[config.mk]
export PLATFORM = sky130hd
export DESIGN_NAME = bba_ctrl
export DESIGN_NICKNAME = d
export VERILOG_FILES = /design/src/hw/rtl/bba_pkg.sv /design/src/hw/rtl/bba_ctrl.sv
export SDC_FILE = /design/constraint.sdc
export NUM_CORES = 1
export LEC_CHECK = 0
export ABC_CLOCK_PERIOD_IN_PS = 1500
export BUFFER_PORTS_ARGS = -buffer_cell sky130_fd_sc_hd__buf_2
export CAP_MARGIN = 25
export CORE_UTILIZATION = 39
export CTS_BUF_LIST = sky130_fd_sc_hd__clkbuf_16
export DETAILED_ROUTE_END_ITERATION = 16
export PLACE_DENSITY = 0.82
export SETUP_SLACK_MARGIN = 0.5
export SLEW_MARGIN = 20
export SYNTH_ARGS = -nofsm -noshare
export SYNTH_HDL_FRONTEND = slang
export SYNTH_SLANG_ARGS = --single-unit
[constraint.sdc]
create_clock -name clk -period 1.5 [get_ports clk]
set_input_delay 0.225 -clock clk [delete_from_list [all_inputs] [get_ports clk]]
set_output_delay 0.225 -clock clk [all_outputs]
set_load 0.03 [all_outputs]
[src/hw/rtl/bba_pkg.sv]
package bba_pkg;

    typedef struct packed {
        logic        operation;
        logic [16:0] request_bytes;
        logic [15:0] free_offset;
    } in_word_t;

    typedef struct packed {
        logic [1:0]  status;
        logic [15:0] block_offset;
        logic [4:0]  block_order;
        logic [16:0] used_bytes;
    } out_word_t;

    localparam logic [1:0] ST_OK       = 2'd0;
    localparam logic [1:0] ST_NO_FREE  = 2'd1;
    localparam logic [1:0] ST_BAD_SIZE = 2'd2;
    localparam logic [1:0] ST_BAD_FREE = 2'd3;

    localparam logic OP_ALLOC = 1'b0;
    localparam logic OP_FREE  = 1'b1;

    localparam logic REG_HEADER = 1'b0;

    // free map rows hold 32 tree nodes each
    localparam int ROW_BITS = 32;
    localparam int BIT_W    = 5;

    typedef enum logic [3:0] {
        S_CLEAR,
        S_IDLE,
        S_DECIDE,
        S_A_SCAN,
        S_A_CHECK,
        S_A_SPLIT_RD,
        S_A_SPLIT_WR,
        S_A_MAP,
        S_F_MAPCHK,
        S_F_BUD_RD,
        S_F_BUD_CHK,
        S_F_SET_RD,
        S_F_SET_WR,
        S_DONE
    } state_t;

    typedef struct packed {
        logic       clear;
        logic       load;
        logic       fail;
        logic [1:0] fail_code;
        logic       scan;
        logic       next_level;
        logic       take;
        logic       split_rd;
        logic       wr_set;
        logic       map_wr;
        logic       free_take;
        logic       bud_rd;
        logic       bud_take;
        logic       set_rd;
        logic       emit;
    } cmd_t;

    typedef struct packed {
        logic clear_done;
        logic is_free;
        logic bad_size;
        logic bad_align;
        logic row_hit;
        logic scan_hit;
        logic at_top;
        logic split_more;
        logic map_nz;
        logic tgt_free;
    } sts_t;

endpackage

[src/hw/rtl/bba_ctrl.sv]
module bba_ctrl (
    input  logic          clk,
    input  logic          rst_n,
    input  logic          start,
    input  bba_pkg::sts_t sts,
    output bba_pkg::cmd_t cmd,
    output logic          busy
);

    bba_pkg::state_t state_reg, state_next;

    always_ff @(posedge clk or negedge rst_n)
    begin
        if (!rst_n)
        begin
            state_reg <= bba_pkg::S_CLEAR;
        end
        else
        begin
            state_reg <= state_next;
        end
    end

    always_comb
    begin
        state_next = state_reg;
        unique case (state_reg)
            bba_pkg::S_CLEAR:
                if (sts.clear_done) state_next = bba_pkg::S_IDLE;
            bba_pkg::S_IDLE:
                if (start) state_next = bba_pkg::S_DECIDE;
            bba_pkg::S_DECIDE:
                if (sts.is_free)
                    state_next = sts.bad_align ? bba_pkg::S_DONE : bba_pkg::S_F_MAPCHK;
                else
                    state_next = sts.bad_size ? bba_pkg::S_DONE : bba_pkg::S_A_SCAN;
            bba_pkg::S_A_SCAN:
                if (sts.row_hit) state_next = bba_pkg::S_A_CHECK;
                else if (sts.at_top) state_next = bba_pkg::S_DONE;
            bba_pkg::S_A_CHECK:
                if (sts.scan_hit)
                    state_next = sts.split_more ? bba_pkg::S_A_SPLIT_RD : bba_pkg::S_A_MAP;
                else if (sts.at_top)
                    state_next = bba_pkg::S_DONE;
                else
                    state_next = bba_pkg::S_A_SCAN;
            bba_pkg::S_A_SPLIT_RD:
                state_next = bba_pkg::S_A_SPLIT_WR;
            bba_pkg::S_A_SPLIT_WR:
                state_next = sts.split_more ? bba_pkg::S_A_SPLIT_RD : bba_pkg::S_A_MAP;
            bba_pkg::S_A_MAP:
                state_next = bba_pkg::S_DONE;
            bba_pkg::S_F_MAPCHK:
                state_next = sts.map_nz ? bba_pkg::S_F_BUD_RD : bba_pkg::S_DONE;
            bba_pkg::S_F_BUD_RD:
                state_next = sts.at_top ? bba_pkg::S_F_SET_RD : bba_pkg::S_F_BUD_CHK;
            bba_pkg::S_F_BUD_CHK:
                state_next = sts.tgt_free ? bba_pkg::S_F_BUD_RD : bba_pkg::S_F_SET_RD;
            bba_pkg::S_F_SET_RD:
                state_next = bba_pkg::S_F_SET_WR;
            bba_pkg::S_F_SET_WR:
                state_next = bba_pkg::S_DONE;
            bba_pkg::S_DONE:
                state_next = bba_pkg::S_IDLE;
            default:
                state_next = bba_pkg::S_IDLE;
        endcase
    end

    always_comb
    begin
        cmd  = '0;
        busy = 1'b1;
        unique case (state_reg)
            bba_pkg::S_CLEAR:
                cmd.clear = 1'b1;
            bba_pkg::S_IDLE:
            begin
                busy     = 1'b0;
                cmd.load = start;
            end
            bba_pkg::S_DECIDE:
                if (sts.is_free && sts.bad_align)
                begin
                    cmd.fail      = 1'b1;
                    cmd.fail_code = bba_pkg::ST_BAD_FREE;
                end
                else if (!sts.is_free && sts.bad_size)
                begin
                    cmd.fail      = 1'b1;
                    cmd.fail_code = bba_pkg::ST_BAD_SIZE;
                end
            bba_pkg::S_A_SCAN:
                if (sts.row_hit)
                    cmd.scan = 1'b1;
                else if (sts.at_top)
                begin
                    cmd.fail      = 1'b1;
                    cmd.fail_code = bba_pkg::ST_NO_FREE;
                end
                else
                    cmd.next_level = 1'b1;
            bba_pkg::S_A_CHECK:
                if (sts.scan_hit)
                    cmd.take = 1'b1;
                else if (sts.at_top)
                begin
                    cmd.fail      = 1'b1;
                    cmd.fail_code = bba_pkg::ST_NO_FREE;
                end
                else
                    cmd.next_level = 1'b1;
            bba_pkg::S_A_SPLIT_RD:
                cmd.split_rd = 1'b1;
            bba_pkg::S_A_SPLIT_WR:
                cmd.wr_set = 1'b1;
            bba_pkg::S_A_MAP:
                cmd.map_wr = 1'b1;
            bba_pkg::S_F_MAPCHK:
                if (sts.map_nz)
                    cmd.free_take = 1'b1;
                else
                begin
                    cmd.fail      = 1'b1;
                    cmd.fail_code = bba_pkg::ST_BAD_FREE;
                end
            bba_pkg::S_F_BUD_RD:
                cmd.bud_rd = !sts.at_top;
            bba_pkg::S_F_BUD_CHK:
                cmd.bud_take = sts.tgt_free;
            bba_pkg::S_F_SET_RD:
                cmd.set_rd = 1'b1;
            bba_pkg::S_F_SET_WR:
                cmd.wr_set = 1'b1;
            bba_pkg::S_DONE:
                cmd.emit = 1'b1;
            default:
                cmd = '0;
        endcase
    end

endmodule

==> flow_summary.yaml, run 1 <==
synth:
  yosys_warnings: 0
  synth_seq_area_share: 0.1713
  syn_inst: 86
  synth_area_sq_um: 584.3
  syn-num-nets: 99
  ys_seq_elements: 4
  synth_cell_types: 34
  syn_area_per_cell_sq_um: 6.794
run_status:
  haltStage: "clock tree synthesis"
  status: "aborted with a tool error"
  tool.error: "[ERROR DPL-0038] Utilization greater than 100%, impossible to legalize"
clocking:
  cts_sinks: 4
  root_buffer: "clkbuf_16"
  cts_setup_buffers: 6
  cts_buffer_depth: 2
  ctsHoldBuffers: 1
  htreeDepth: 1
  cts_inserted_buffers: 3
  cts_resized: 60
floorplan:
  ios: 30
  die_x_um: 40.71
  die_y_um: 40.71
  initial_utilization: 0.4328
  rows: 13
placed_design:
  port_buffers: 29
  dp_hpwl_mm: 1.712
  gp_congestion: 0.9302
  placed_cells: 149
synthesized netlist by cell type:
library cell	n	area share
nand3b_1	1	0.013
nor2_1	13	0.084
nand2b_1	7	0.075
a21oi_1	7	0.060
xnor2_1	1	0.015
buf_2	1	0.0086
nor4bb_1	1	0.017
clkbuf_1	4	0.026
or2_1	1	0.011
o22ai_1	1	0.011
mux2_2	1	0.019
or4bb_1	1	0.019
nor2b_1	2	0.021
nor3b_1	2	0.026
a31oi_1	3	0.032
a2111oi_0	1	0.015
o21bai_1	2	0.026
dfrtp_1	4	0.17
o32ai_1	1	0.015
nor3_1	5	0.043
o311ai_0	1	0.015
o21ai_0	5	0.043
nand3_1	1	0.0086
nand2_1	4	0.026
or4_4	1	0.019
a211o_1	1	0.015
or2_2	2	0.021
or4_1	1	0.013
o32a_1	1	0.017
buf_6	2	0.039
nor4_1	1	0.011
o32a_2	1	0.019
inv_1	5	0.032
nand2b_2	1	0.015
stage by stage:
stage / setup slack [ns] / cell area (sq um) / TNS, ns
floorplan: -0.1060 / 730.7 / -0.2750
global placement: -0.04943 / 1026 / -0.2005
detailed placement: -0.1061 / 1026 / -0.5344
logic make-up after synthesis:
group | after synthesis | share of synthesized area
mux | 1 | 0.01927
xor+xnor | 1 | 0.01499
buf+inv | 12 | 0.1049
compound gates | 24 | 0.2677
flops | 4 | 0.1713
simple gates | 44 | 0.4218
==> run 2: changes to the inputs <==
ABC_CLOCK_PERIOD_IN_PS = 2000   (was 1500)
CORE_AREA = 2 2 63 65   (was not set)
CORE_UTILIZATION = not set   (was 39)
CTS_BUF_LIST = not set   (was sky130_fd_sc_hd__clkbuf_16)
DIE_AREA = 0 0 65 67   (was not set)
PLACE_DENSITY = not set   (was 0.82)
PLACE_DENSITY_LB_ADDON = 0.15   (was not set)
SETUP_SLACK_MARGIN = not set   (was 0.5)
clock period = 2 ns   (was 1.5 ns; I/O delays follow)
==> flow_summary.yaml, run 2 <==
route:
  antenna_left: 0
  drt_iter0_drc: 49
  wirelength_mm: 2.058
  viasPerCell: 4.440
  post_drt_wl_per_cell_um: 12.40
  post-route-drc-count: 0
  dr_total_vias: 737
  drt_pre_antenna_iters: 4
global_route:
  grt_pass1_wl_mm: 3.167
  grt_pass1_vias: 664
  grt_usage: 0.09447
  grt_max_degree: 18
  gr-total-overflow: 0
  antenna_found_initial: 0
placed_design:
  placed_cells: 162
  place_area_sq_um: 792.0
  post-place-ws_ns: 0.2086
  port_buffers: 29
  gp_congestion: 0.7642
  dp_hpwl_mm: 1.631
finish:
  drive_above_1_share: 0.3983
  final_cells: 166
  mostFrequentLayoutCells: "buf_2, nor2_1, a21oi_1, buf_4, nand2b_1"
  largest_register_ff_count: 4
  syn2layout_area_growth_pct: 47.11
  final_nets: 133
  postLayoutCoreUtil: 0.2384
  layout_commonest_cell: "buf_2"
  fill_cells: 416
  fin_area_sq_um: 859.6
  n_antenna_cell: 0
synth:
  synth_edf_count: 0
  syn_area_per_cell_sq_um: 6.794
  synthFlopType: "dfrtp_1"
  synth_mux_area_frac: 0.01927
  ys_seq_elements: 4
  synth.most_common_cell: "nor2_1"
  synth_fa_ha_area_frac: 0
  yosysTopAreaCell: "dfrtp_1"
  syn_inst: 86
  yosys.area.top_type_share: 0.1713
  yosys.area_share.simple: 0.4218
  synthTopCellsByArea: "dfrtp_1, nor2_1, nand2b_1"
  yosys_warnings: 0
  synth_seq_area_share: 0.1713
  synth_top_family_by_area: "simple AND/OR/NAND/NOR gates"
  synth_common_cells: "nor2_1, a21oi_1, nand2b_1"
  syn-num-nets: 99
  synthXorXnorAreaFrac: 0.01499
  synth_compound_area_frac: 0.2677
  synth_area_sq_um: 584.3
  synth-async-reset-ratio: 1.000
  synth_cell_types: 34
floorplan:
  die-area_sq_um: 4355
  core_sq_um: 3606
  initial_utilization: 0.1620
  die_y_um: 67
  ios: 30
  rows: 22
  die_x_um: 65
clocking:
  cts_sinks: 4
  root_buffer: "clkbuf_8"
  cts_inserted_buffers: 3
  htreeDepth: 1
  clkSlewWorstSetupHoldPaths_ns: 0.03
  clk_latency_ns: 0.21
  cts_tree: "built"
  cts_buffer_depth: 2
critical_path:
  startpoint: "state_reg[1]"
  r2r_slack_ns: 0.40
  cp_max_fo: 9
  worstPathRequired_ns: 1.70
  r2r-end: "state_reg[1]"
  worstSetupPathType: "reg2out"
  r2r_cells: 5
  r2r_start: "state_reg[0]"
  cp-end-kind: "primary output"
  worst_ep_arrival_time_ns: 1.62
  cp-start-kind: "register"
pwr:
  p_leak_nw: 0.4033
  power_mw: 1.359
  ir_drop_uv: 295.7
  p_per_area_nw_per_um2: 1581
worst_hold_path:
  hold_path_depth: 2
  hp-class: "in2reg"
  min_to: "state_reg[0]"
  hold_start: "sts[9]"
job:
  drv_cap: 0
sta:
  worst_pin_slew_ns: 0.4324
  setup_ws_ns: 0.07656
  fin_tns_setup_ns: 0
  relSlewSlack: 0.7043
  rsz0062_at_grt: "no"
  finalClockSkew_ns: 0.001791
  fmax_mhz: 519.9
  fin_crit_ns: 1.923
  final-hold-violation-count: 0
  period_share: 0.9617
  report.final.slew_viol_count: 0
  setup_viol: 0
  hold_ws_ns: 0.3453
run_status:
  status: "finished, final reports clean"
run 2: cell counts after synthesis:
No cell type changed its count.
run 2: logic make-up (layout without fill, tap and decap cells):
| logic type | after synthesis | in the layout |
|---|---|---|
| AOI/OAI and AO/OA | 24 | 24 |
| xor gates and xnor gates | 1 | 1 |
| buffers and inverters | 12 | 44 |
| DFF | 4 | 4 |
| muxes | 1 | 1 |
| and+or+nand+nor | 44 | 44 |
run 2: how the worst max path moves through the flow:
stage               slack [ns]  endpoint
finish                    0.08   cmd[14]
global route             0.005   cmd[14]
CTS                       0.03   cmd[14]
detailed placement        0.21    cmd[9]
global placement          0.24    cmd[9]
floorplan                 0.05    cmd[9]
run 2: critical path, cell delays in order, from the launching register on:
cell and delay [ns]:
dfrtp_2 0.45, buf_4 0.18, nand2b_2 0.21, or2_2 0.29
nor2_1 0.08, clkbuf_4 0.19
run 2: timing repair:
| item | CTS | global route |
|---|---|---|
| setup buffers | 0 | 0 |
| pin swaps | 0 | 0 |
| hold endpoints to repair | 4 | 0 |
| gates resized for setup | 3 | 4 |
| hold buffers | 1 | 0 |
| endpoints found under the setup margin | 3 | 5 |
run 2: power by group:
group | switching [mW] | total, mW | leakage, nW | internal (mW)
Clock | 0.0383 | 0.166 | 0.0216 | 0.128
Combinational | 0.635 | 1.03 | 0.334 | 0.394
Sequential | 0.0377 | 0.164 | 0.0481 | 0.126
run 2: per-layer routing:
metal | share of wire | GRT usage | vias to the layer above
li1 | - | - | 372
met1 | 0.45 | 0.1203 | 342
met2 | 0.49 | 0.1508 | 23
met3 | 0.067 | 0.02027 | 0
met4 | 0 | 0.04521 | 0
met5 | 0 | 0 | -
run 2: area by class of cell:
type | instances | area [sq um] | area share
clock buffer | 3 | 41.29 | 0.04803
inverter | 5 | 18.77 | 0.02183
multi-input combinational | 70 | 432.9 | 0.5036
sequential | 4 | 101.3 | 0.1179
tap | 48 | 60.06 | 0.06987
timing repair buffer | 36 | 205.2 | 0.2387
No activity file was read; power rests on OpenSTA's default activity.
